<file path="src/rtl/pli_pkg.sv">
// Shared types and constants for the positional list unit.
// No dependencies; used by every other file of the block.
`default_nettype none

package pli_pkg;

    localparam int DATA_W = 32;
    localparam int POS_W  = 7;
    localparam int OP_W   = 2;

    localparam logic [POS_W-1:0] MAX_ENTRIES_RST = 7'd64;

    // Register index as decoded from paddr[2]
    localparam logic REG_MAX_ENTRIES = 1'b0;

    typedef enum logic [OP_W-1:0] {
        OP_INSERT = 2'd0,
        OP_DELETE = 2'd1,
        OP_LOCATE = 2'd2,
        OP_GET    = 2'd3
    } op_t;

    typedef enum logic [1:0] {
        CELL_HOLD,
        CELL_INSERT,
        CELL_DELETE
    } cell_cmd_t;

    typedef enum logic [1:0] {
        ST_IDLE,
        ST_EXEC,
        ST_FIN
    } state_t;

    // Broadcast from the control logic to every cell of the row
    typedef struct packed {
        cell_cmd_t         cmd;
        logic [POS_W-1:0]  pidx;
        logic [DATA_W-1:0] value;
        logic [POS_W-1:0]  len;
    } cell_bus_t;

endpackage

`default_nettype wire

</file>
<file path="src/rtl/pli_regs.sv">
// APB-style configuration register block holding max_entries.
// Depends on pli_pkg.
`default_nettype none

module pli_regs (
    input  wire logic                          clk,
    input  wire logic                          rst_n,
    input  wire logic                          psel,
    input  wire logic                          penable,
    input  wire logic                          pwrite,
    input  wire logic [2:0]                    paddr,
    input  wire logic [31:0]                   pwdata,
    output logic      [31:0]                   prdata,
    output logic                               pready,
    output logic      [pli_pkg::POS_W-1:0]     max_entries
);
    import pli_pkg::*;

    logic [POS_W-1:0] max_entries_reg;
    logic [POS_W-1:0] max_entries_next;
    logic             wr_en;

    assign wr_en = psel && penable && pwrite && (paddr[2] == REG_MAX_ENTRIES);

    always_comb
    begin
        max_entries_next = max_entries_reg;
        if (wr_en)
        begin
            max_entries_next = pwdata[POS_W-1:0];
        end
    end

    always_ff @(posedge clk or negedge rst_n)
    begin
        if (!rst_n)
        begin
            max_entries_reg <= MAX_ENTRIES_RST;
        end
        else
        begin
            max_entries_reg <= max_entries_next;
        end
    end

    assign pready      = 1'b1;
    assign prdata      = (paddr[2] == REG_MAX_ENTRIES) ? {25'd0, max_entries_reg} : 32'd0;
    assign max_entries = max_entries_reg;

endmodule

`default_nettype wire

</file>
<file path="config.mk">
export PLATFORM = sky130hd
export DESIGN_NAME = pli_regs
export DESIGN_NICKNAME = d
export VERILOG_FILES = /design/src/rtl/pli_pkg.sv /design/src/rtl/pli_regs.sv
export SDC_FILE = /design/constraint.sdc
export NUM_CORES = 1
export LEC_CHECK = 0
export BUFFER_PORTS_ARGS = -buffer_cell sky130_fd_sc_hd__buf_4
export CORE_AREA = 2 2 55 42
export DETAILED_ROUTE_END_ITERATION = 12
export DIE_AREA = 0 0 57 44
export GPL_ROUTABILITY_DRIVEN = 1
export GPL_TIMING_DRIVEN = 0
export HOLD_SLACK_MARGIN = 0.06
export PLACE_DENSITY = 0.77
export SYNTH_ARGS = -nofsm -noshare
export SYNTH_HDL_FRONTEND = slang
export SYNTH_SLANG_ARGS = --single-unit
export TNS_END_PERCENT = 10
</file>
<file path="constraint.sdc">
create_clock -name clk -period 0.9 [get_ports clk]
set_clock_uncertainty 0.1 [all_clocks]
set_input_delay 0.045 -clock clk [delete_from_list [all_inputs] [get_ports clk]]
set_output_delay 0.045 -clock clk [all_outputs]
set_load 0.1 [all_outputs]
</file>
==> reports/metrics.yaml <==
clock_network:
  cts-buffers-inserted: 3
  postCtsHoldBufs: 2
  cts.root.buffer_cell: "sky130_fd_sc_hd__clkbuf_4"
  clock_latency_at_the_later_pin_of_the_worst_skew_pair_ps: 240
  cts_num_sinks: 7
  cts_tree: "yes"
  cts-root-to-sink-buffers: 2
  cts.htree.levels: 1
  clock_pin_slew_of_the_registers_on_the_worst_case_setup_and_hold_paths_ps: 50
power:
  total_leakage_power_nw: 0.587
  post-layout-total-power_mw: 2.79
  power_per_cell_area_nw_per_um2: 2610
  ir_drop_mv: 1.60
detailed_routing:
  final_antenna_net_count: 0
  vias_per_cell: 3.30
  detail_route.drc_violations: 0
  detail_route.first_pass.iterations: 3
  vias: 432
  route.final.wire_length_mm: 1.09
  wl_per_cell_um: 8.30
  initialDrtViolationCount: 1
finish:
  insertedDiodeCount: 0
  layout-area-overhead-vs-synth_pct: 96.8
  finalInstanceArea_um2: 1070
  nNetsFinal: 148
  drive_above_1_share_pct: 72.9
  number_of_flip_flops_under_the_largest_register_name: 7
die:
  dieHeight_um: 44
  row_count: 14
  effective_utilization_at_floorplan_pct: 27.2
  core_area_um2: 2000
  die-area_um2: 2510
  floorplan.io_pins: 80
  die_w_um: 57
outcome:
  failed_checks: "hold timing, setup timing"
  result_of_the_run: "finished, violations left"
worst_setup_path:
  critPathArrivalTime_ps: 1180
  reg2reg_slack_ps: -50
  critical_path.endpoint_type: "primary output"
  timing.critical_path.fanout_max: 3
  critPathKind: "register to primary output"
  r2r-start: "max_entries[1]$_DFFE_PN0P_"
  critical_path.reg2reg.endpoint: "max_entries[1]$_DFFE_PN0P_"
  worstSetupStartpointType: "register"
  rr_worst_depth: 1
  cp.required_ps: 750
timing:
  timing.fmax_mhz: 754
  finalCritPeriodShare_pct: 147
  final_layout_worst_hold_slack_ps: -68.8
  period_needed_ps: 1330
  final_max_slew_viol_count: 0
  finalSetupViolations: 19
  timing.final.hold_violations: 6
  finalWorstSetupSlack_ps: -426
  unrepaired_setup_endpoints_after_global_routing: "true"
hold_path:
  min_delay_path_depth: 2
  timing.hold.worst_endpoint: "max_entries[1]$_DFFE_PN0P_"
  worst_hold_path_type: "input pin to register"
  timing.hold.worst.start: "pwdata[1]"
yosys:
  synth_area_leaders: "sky130_fd_sc_hd__buf_4 (36%), sky130_fd_sc_hd__dfrtp_1 (28%), sky130_fd_sc_hd__mux2_2 (15%)"
  synth_seq_cells: 7
  yosysSeqAreaShare_pct: 32.5
  syn_area_um2: 543
  syn_area_per_cell_um2: 10.9
  yosysWarningCount: 0
  synthCells: 50
  largest_area_contributor_in_the_synthesized_netlist: "sky130_fd_sc_hd__buf_4"
  proportion_of_netlist_area_held_by_the_largest_area_contributor_pct: 35.9
  post_synth_num_cell_types: 7
placement:
  detailed_place_hpwl_um: 824
  port_buffers: 26
  place.gp.congestion: 0.612
  placed_cell_area_um2: 881
global_route:
  grt_use_total_pct: 8.90
  overflow: 0
  global_route_wire_length_before_repair_mm: 1.68
  first_global_vias: 404
  number_of_antenna_violations_at_the_first_check_in_global_routing: 0
  largest_net_degree_at_the_start_of_global_routing: 9
flow_run:
  max-cap-violations: 0
-- logic make-up after synthesis --
logic type             count (synthesis)  share of synthesized area (%)
other                                  2                           1.38
flip-flops                             7                           32.5
multiplexers                           7                           14.5
AND/OR/NAND/NOR                        8                           15.7
buffers and inverters                 26                           35.9
-- routing by layer --
layer  vias to the layer above  GRT usage (%)  share of wire [%]
li1                        220              -                  -
met1                       179           9.27                 33
met2                        33           16.8                 54
met3                         0           2.39                 13
met4                         0           4.19                  0
met5                         -              0                  0
-- metrics by stage --
stage / hold slack, ps / TNS, ps / instances / setup slack, ps / utilization, %
3_5_place_dp: -240 / -938 / 124 / -258 / 44.1
4_1_cts: -73.8 / -3120 / 130 / -436 / 51.9
5_1_grt: -79.5 / -3560 / 131 / -455 / 53.5
3_3_place_gp: -240 / -879 / 124 / -253 / 44.1
2_1_floorplan: -351 / -4160 / 74 / -427 / -
6_report: -68.8 / -3110 / 131 / -426 / 53.5
-- how the worst max path moves through the flow --
| stage | from | endpoint | slack (ps) | cells after the start |
|---|---|---|---|---|
| 2_1_floorplan | max_entries[6]$_DFFE_PN1P_ | prdata[6] | -430 | 1 |
| 3_3_place_gp | max_entries[6]$_DFFE_PN1P_ | prdata[6] | -250 | 2 |
| 3_5_place_dp | max_entries[6]$_DFFE_PN1P_ | prdata[6] | -260 | 2 |
| 4_1_cts | max_entries[6]$_DFFE_PN1P_ | prdata[6] | -440 | 2 |
| 5_1_grt | max_entries[6]$_DFFE_PN1P_ | prdata[6] | -450 | 2 |
| 6_report | max_entries[6]$_DFFE_PN1P_ | prdata[6] | -430 | 2 |
-- worst max-delay path, stage by stage, from the launching register on --
cell	delay, ps
sky130_fd_sc_hd__dfstp_4	610
sky130_fd_sc_hd__and2b_4	160
sky130_fd_sc_hd__buf_12	160
-- repair_timing --
action                     4_1_cts  5_1_grt
setup buffers                    0        1
setup endpoints to repair       16       21
gates resized for setup         27        6
hold endpoints to repair        14       12
-- power breakdown --
group          total [mW]  internal [mW]  switching, mW
logic                2.02          0.572           1.45
registers           0.488          0.415         0.0722
clock network       0.281          0.169          0.112
-- cell usage in the layout (no fill, tap or decap) --
| cell | instances |
|---|---|
| sky130_fd_sc_hd__buf_4 | 39 |
| sky130_fd_sc_hd__and2b_4 | 7 |
| sky130_fd_sc_hd__dfstp_4 | 1 |
| sky130_fd_sc_hd__clkbuf_4 | 3 |
| sky130_fd_sc_hd__dlygate4sd3_1 | 2 |
| sky130_fd_sc_hd__dfrtp_2 | 5 |
| sky130_fd_sc_hd__dfrtp_4 | 1 |
| sky130_fd_sc_hd__nand4b_4 | 1 |
| sky130_fd_sc_hd__mux2_2 | 4 |
| sky130_fd_sc_hd__clkbuf_1 | 1 |
| sky130_fd_sc_hd__mux2_4 | 3 |
| sky130_fd_sc_hd__buf_12 | 8 |
| sky130_fd_sc_hd__conb_1 | 26 |
| sky130_fd_sc_hd__buf_6 | 6 |
-- final cells by class --
class | instances | area [um^2]
Buffer | 26 | 195
Clock buffer | 4 | 26.3
Fill cell | 165 | 928
Multi-Input combinational cell | 41 | 282
Sequential cell | 7 | 190
Tap cell | 24 | 30.0
Timing Repair Buffer | 29 | 345
-- synthesized netlist by cell type (all sizes together) --
cell / n
buf: 26
mux2: 7
and2b: 7
nand4b: 1
dfrtp: 6
conb: 2
dfstp: 1
(Power assumes the default switching activity.)
