<file path="config.mk">
export PLATFORM = sky130hd
export DESIGN_NAME = pli_cell
export DESIGN_NICKNAME = d
export VERILOG_FILES = /design/src/rtl/pli_pkg.sv /design/src/rtl/pli_cell.sv
export SDC_FILE = /design/constraint.sdc
export NUM_CORES = 1
export LEC_CHECK = 0
export BUFFER_PORTS_ARGS = -buffer_cell sky130_fd_sc_hd__buf_4
export CAP_MARGIN = 20
export CORE_ASPECT_RATIO = 0.5
export CORE_MARGIN = 4
export CORE_UTILIZATION = 40
export CTS_CLUSTER_DIAMETER = 80
export CTS_CLUSTER_SIZE = 25
export DETAILED_ROUTE_END_ITERATION = 7
export PLACE_DENSITY = 0.92
export SETUP_SLACK_MARGIN = 0.15
export SLEW_MARGIN = 10
export SYNTH_ARGS = -nofsm -noshare
export SYNTH_HDL_FRONTEND = slang
export SYNTH_SLANG_ARGS = --single-unit
</file>
<file path="constraint.sdc">
create_clock -name clk -period 3.95 [get_ports clk]
set_clock_uncertainty 0.15 [all_clocks]
set_input_delay 0.1975 -clock clk [delete_from_list [all_inputs] [get_ports clk]]
set_output_delay 0.1975 -clock clk [all_outputs]
set_load 0.005 [all_outputs]
</file>
<file path="src/rtl/pli_pkg.sv">
// Shared types and constants for the positional list unit.
// No dependencies; used by every other file of the block.
`default_nettype none

package pli_pkg;

    localparam int DATA_W = 32;
    localparam int POS_W  = 7;
    localparam int OP_W   = 2;

    localparam logic [POS_W-1:0] MAX_ENTRIES_RST = 7'd64;

    // Register index as decoded from paddr[2]
    localparam logic REG_MAX_ENTRIES = 1'b0;

    typedef enum logic [OP_W-1:0] {
        OP_INSERT = 2'd0,
        OP_DELETE = 2'd1,
        OP_LOCATE = 2'd2,
        OP_GET    = 2'd3
    } op_t;

    typedef enum logic [1:0] {
        CELL_HOLD,
        CELL_INSERT,
        CELL_DELETE
    } cell_cmd_t;

    typedef enum logic [1:0] {
        ST_IDLE,
        ST_EXEC,
        ST_FIN
    } state_t;

    // Broadcast from the control logic to every cell of the row
    typedef struct packed {
        cell_cmd_t         cmd;
        logic [POS_W-1:0]  pidx;
        logic [DATA_W-1:0] value;
        logic [POS_W-1:0]  len;
    } cell_bus_t;

endpackage

`default_nettype wire

</file>
<file path="src/rtl/pli_cell.sv">
// One list cell: holds the entry at a fixed index, shifts with its neighbors,
// compares against the search value. Depends on pli_pkg.
`default_nettype none

module pli_cell #(
    parameter int IDX = 0
) (
    input  wire logic                          clk,
    input  wire pli_pkg::cell_bus_t            bus,
    input  wire logic [pli_pkg::DATA_W-1:0]    left_data,
    input  wire logic [pli_pkg::DATA_W-1:0]    right_data,
    output logic      [pli_pkg::DATA_W-1:0]    data,
    output logic                               match,
    output logic      [pli_pkg::DATA_W-1:0]    rd_data
);
    import pli_pkg::*;

    localparam logic [31:0] IDX_W = 32'(IDX);

    logic [DATA_W-1:0] data_reg;
    logic [DATA_W-1:0] data_next;
    logic [31:0]       pidx_w;
    logic [31:0]       len_w;

    assign pidx_w = {25'd0, bus.pidx};
    assign len_w  = {25'd0, bus.len};

    always_comb
    begin
        data_next = data_reg;
        case (bus.cmd)
            CELL_INSERT:
            begin
                if (IDX_W == pidx_w)
                begin
                    data_next = bus.value;
                end
                else if (IDX_W > pidx_w)
                begin
                    data_next = left_data;
                end
            end
            CELL_DELETE:
            begin
                if (IDX_W >= pidx_w)
                begin
                    data_next = right_data;
                end
            end
            default:
            begin
                data_next = data_reg;
            end
        endcase
    end

    always_ff @(posedge clk)
    begin
        data_reg <= data_next;
    end

    assign data    = data_reg;
    assign match   = (data_reg == bus.value) && (IDX_W < len_w);
    assign rd_data = (IDX_W == pidx_w) ? data_reg : '0;

endmodule

`default_nettype wire

</file>
==> results.txt <==
----------------------------------------------------
[Critical path]
  Peak per-stage delay on the critical path ... 0.47 ns
  Setup crit end kind ... output pin
  Critical path type ... reg -> out
  Critical path buffer and inverter count ... 1
  Worst Path Max Fanout ... 3
  Library cell contributing the largest single delay on the critical path ... sky130_fd_sc_hd__nor4_1
  Top delay family on crit path ... simple AND/OR/NAND/NOR gates
  Critical path data required time ... 3.60 ns
  Nature of the critical path startpoint ... register
  Critical path cell sequence ... xor2_1 > nor4_1 > nand3_1 > a2111oi_0 > buf_4
  Arrival time reported for the critical path endpoint ... 2.15 ns

[Pwr]
  Power per unit of standard cell area ... 294 nW/um^2
  Switching part of the total ... 0.262
  Cell internal pwr ... 822 uW
  Peak ir drop on the vdd network ... 222 uV
  Leakage ... 1.66 nW
  Fraction of power consumed by combinational cells ... 0.249
  Part of the power in the clock network ... 0.331
  Share of power burned in registers ... 0.420
  Net switching power ... 292 uW

[Floorplanning]
  Top Ports ... 178
  Total core area ... 5490 um^2
  Die ar. ... 7040 um^2
  Horizontal extent of the die ... 115 um
  Initial Utilization ... 0.415
  Die boundary height ... 61.4 um
  Placement row count ... 19

[Run status]
  Result of the run ... completed

[Synthesis]
  Number of library cell types mapped by synthesis ... 21
  Post-Syn Area per Cell ... 10.0 um^2
  Post-Synthesis Cell Area ... 2280 um^2
  Number of cells produced by synthesis ... 228
  Share of the yosys chip area belonging to registers ... 0.422
  Yosys warns ... 0
  Net count after synthesis ... 343
  Number of synthesized register bits ... 32

[Clock network]
  Clock buffer count from CTS ... 5
  Max clock buf depth ... 2
  TritonCTS clock tree ... done
  Post-CTS sizing ... 0
  Number of sinks on the clock net ... 32
  Post-CTS Setup Repair Bufs ... 0
  CTS H-tree depth ... 2
  Quantity of hold-fixing buffers added after cts ... 0
  Clock edge transition at the registers on the reported setup and hold paths ... 0.05 ns
  Cell chosen for the clock root ... sky130_fd_sc_hd__clkbuf_16

[Placement]
  Weighted congestion at the end of routability-driven global placement ... 0.881
  Cell area after placement ... 3640 um^2
  HPWL after DPL ... 6.12 mm
  Placed instance count ... 466
  IO buf count ... 177

[Global routing]
  Antenna violations before repair ... 0
  Overall overflow remaining after global route ... 0
  First-pass GRT wire length ... 11.4 mm
  Largest net degree at the start of global routing ... 65
  Vias in the first global route ... 2270
  Global Route Usage Sum ... 0.209

[Hold path]
  Worst hold path type ... in -> reg

[Routing]
  Total DRC errors in the routed layout ... 0
  Routed wire length ... 7.80 mm
  Via density ... 4.90
  Average wire per standard cell ... 16.5 um
  DRC marker count from the first detailed-route iteration ... 132
  Detailed-route via count ... 2322
  1st-pass router iterations ... 4
  Antenna-violating nets left ... 0

[Layout]
  Final instance area ... 3780 um^2
  Flip-flop count of the largest register after layout ... 32
  Layout overhead on the synthesized area ... 66.0%
  Final Non-Filler Cells ... 474
  Fraction of final layout cells sized beyond drive strength 1 ... 0.474
  NumNets Final ... 515
  Total inserted antenna cells ... 0
  Share of the core filled with cells in the final layout ... 0.689

[STA]
  Final min period ... 2.50 ns
  Pin slew with the least headroom to its limit ... 0.908 ns
  Headroom to the max-slew limit ... 0.394
  Max Fclk ... 400 MHz
  Setup repair after global routing missed its margin ... false
  Setup TNS Final ... 0 ns
  Count of endpoints failing hold in the final timing report ... 0
  Final Cycle Share ... 0.632
  Count of pins over their slew limit ... 0
  # setup viols final ... 0

[Run]
  Max-cap viol count ... 0

----------------------------------------------------
-- synth_stat cells --
master,number,area (um^2)
sky130_fd_sc_hd__nand3_1,1,5.00
sky130_fd_sc_hd__nand2_1,32,120
sky130_fd_sc_hd__nor4_4,1,21.3
sky130_fd_sc_hd__nor4_1,8,50.1
sky130_fd_sc_hd__nor3_1,1,5.00
sky130_fd_sc_hd__buf_6,3,33.8
sky130_fd_sc_hd__buf_4,1,7.51
sky130_fd_sc_hd__clkbuf_1,9,33.8
sky130_fd_sc_hd__buf_2,1,5.00
sky130_fd_sc_hd__xnor2_1,4,35.0
sky130_fd_sc_hd__a2111oi_0,1,8.76
sky130_fd_sc_hd__nor2_1,3,11.3
sky130_fd_sc_hd__xor2_1,28,245
sky130_fd_sc_hd__edfxtp_1,32,961
sky130_fd_sc_hd__o21ai_1,32,160
sky130_fd_sc_hd__inv_1,2,7.51
sky130_fd_sc_hd__nand4_1,2,12.5
sky130_fd_sc_hd__ha_1,2,25.0
sky130_fd_sc_hd__or4_4,1,11.3
sky130_fd_sc_hd__and2_1,32,200
sky130_fd_sc_hd__mux2i_1,32,320
-- cell families after synthesis --
group / count (synthesis) / share of synthesized area
AND/OR/NAND/NOR: 81 / 0.192
AO/OA/AOI/OAI: 33 / 0.0741
XOR/XNOR: 32 / 0.123
multiplexers: 32 / 0.141
flip-flops: 32 / 0.422
buffers and inverters: 16 / 0.0384
adder cells (fa/ha/maj): 2 / 0.0110
-- layer usage --
metal / global-route usage / vias to the layer above / wire (um)
li1: - / 1142 / -
met1: 0.261 / 1084 / 3020
met2: 0.371 / 80 / 4190
met3: 0.0402 / 16 / 434
met4: 0.0803 / 0 / 159
met5: 0 / - / 0
-- worst paths after layout --
| check | from | end | slack [ns] | depth (start not counted) |
|---|---|---|---|---|
| worst max-delay path | data[2] | match | 1.45 | 5 |
| worst min-delay path | right_data[30] | data[30] | 0.05 | 3 |
-- power by group through the flow --
stage | logic [mW] | clock network [mW] | registers [mW]
after floorplan | 0.0883 | 0 | 0.471
after global placement | 0.272 | 0 | 0.473
after detailed placement | 0.277 | 0 | 0.475
after CTS | 0.280 | 0.372 | 0.469
after global routing | 0.302 | 0.388 | 0.475
final | 0.278 | 0.368 | 0.468
-- metrics by stage --
stage / power (mW) / worst slack [ns] / hold slack (ns)
after floorplan: 0.559 / 0.722 / 0.241
after global placement: 0.745 / 1.52 / 0.330
after detailed placement: 0.752 / 1.45 / 0.335
after CTS: 1.12 / 1.46 / 0.0540
after global routing: 1.16 / 1.31 / 0.0628
final: 1.11 / 1.45 / 0.0549
-- layout make-up --
type / count / area (um^2)
well taps: 73 / 91.3
clock buffers: 5 / 125
repair buffers: 179 / 1340
fillers: 428 / 1710
clock inverters: 3 / 13.8
flip-flops and latches: 32 / 961
inverters: 2 / 7.51
multi-input cells: 180 / 1240
-- layout by cell type (no fill, tap or decap), types with 2 or more instances in the layout --
cell | netlist | layout
sky130_fd_sc_hd__and2_1 | 32 | 32
sky130_fd_sc_hd__buf_4 | 1 | 179
sky130_fd_sc_hd__clkbuf_16 | 0 | 5
sky130_fd_sc_hd__clkinv_2 | 0 | 2
sky130_fd_sc_hd__edfxtp_1 | 32 | 32
sky130_fd_sc_hd__inv_1 | 2 | 2
sky130_fd_sc_hd__mux2i_1 | 32 | 32
sky130_fd_sc_hd__nand2_1 | 32 | 32
sky130_fd_sc_hd__nand4_1 | 2 | 2
sky130_fd_sc_hd__nor2_1 | 3 | 2
sky130_fd_sc_hd__nor4_1 | 8 | 8
sky130_fd_sc_hd__o21ai_1 | 32 | 32
sky130_fd_sc_hd__xnor2_1 | 4 | 4
sky130_fd_sc_hd__xor2_1 | 28 | 28
(Power assumes the default switching activity.)
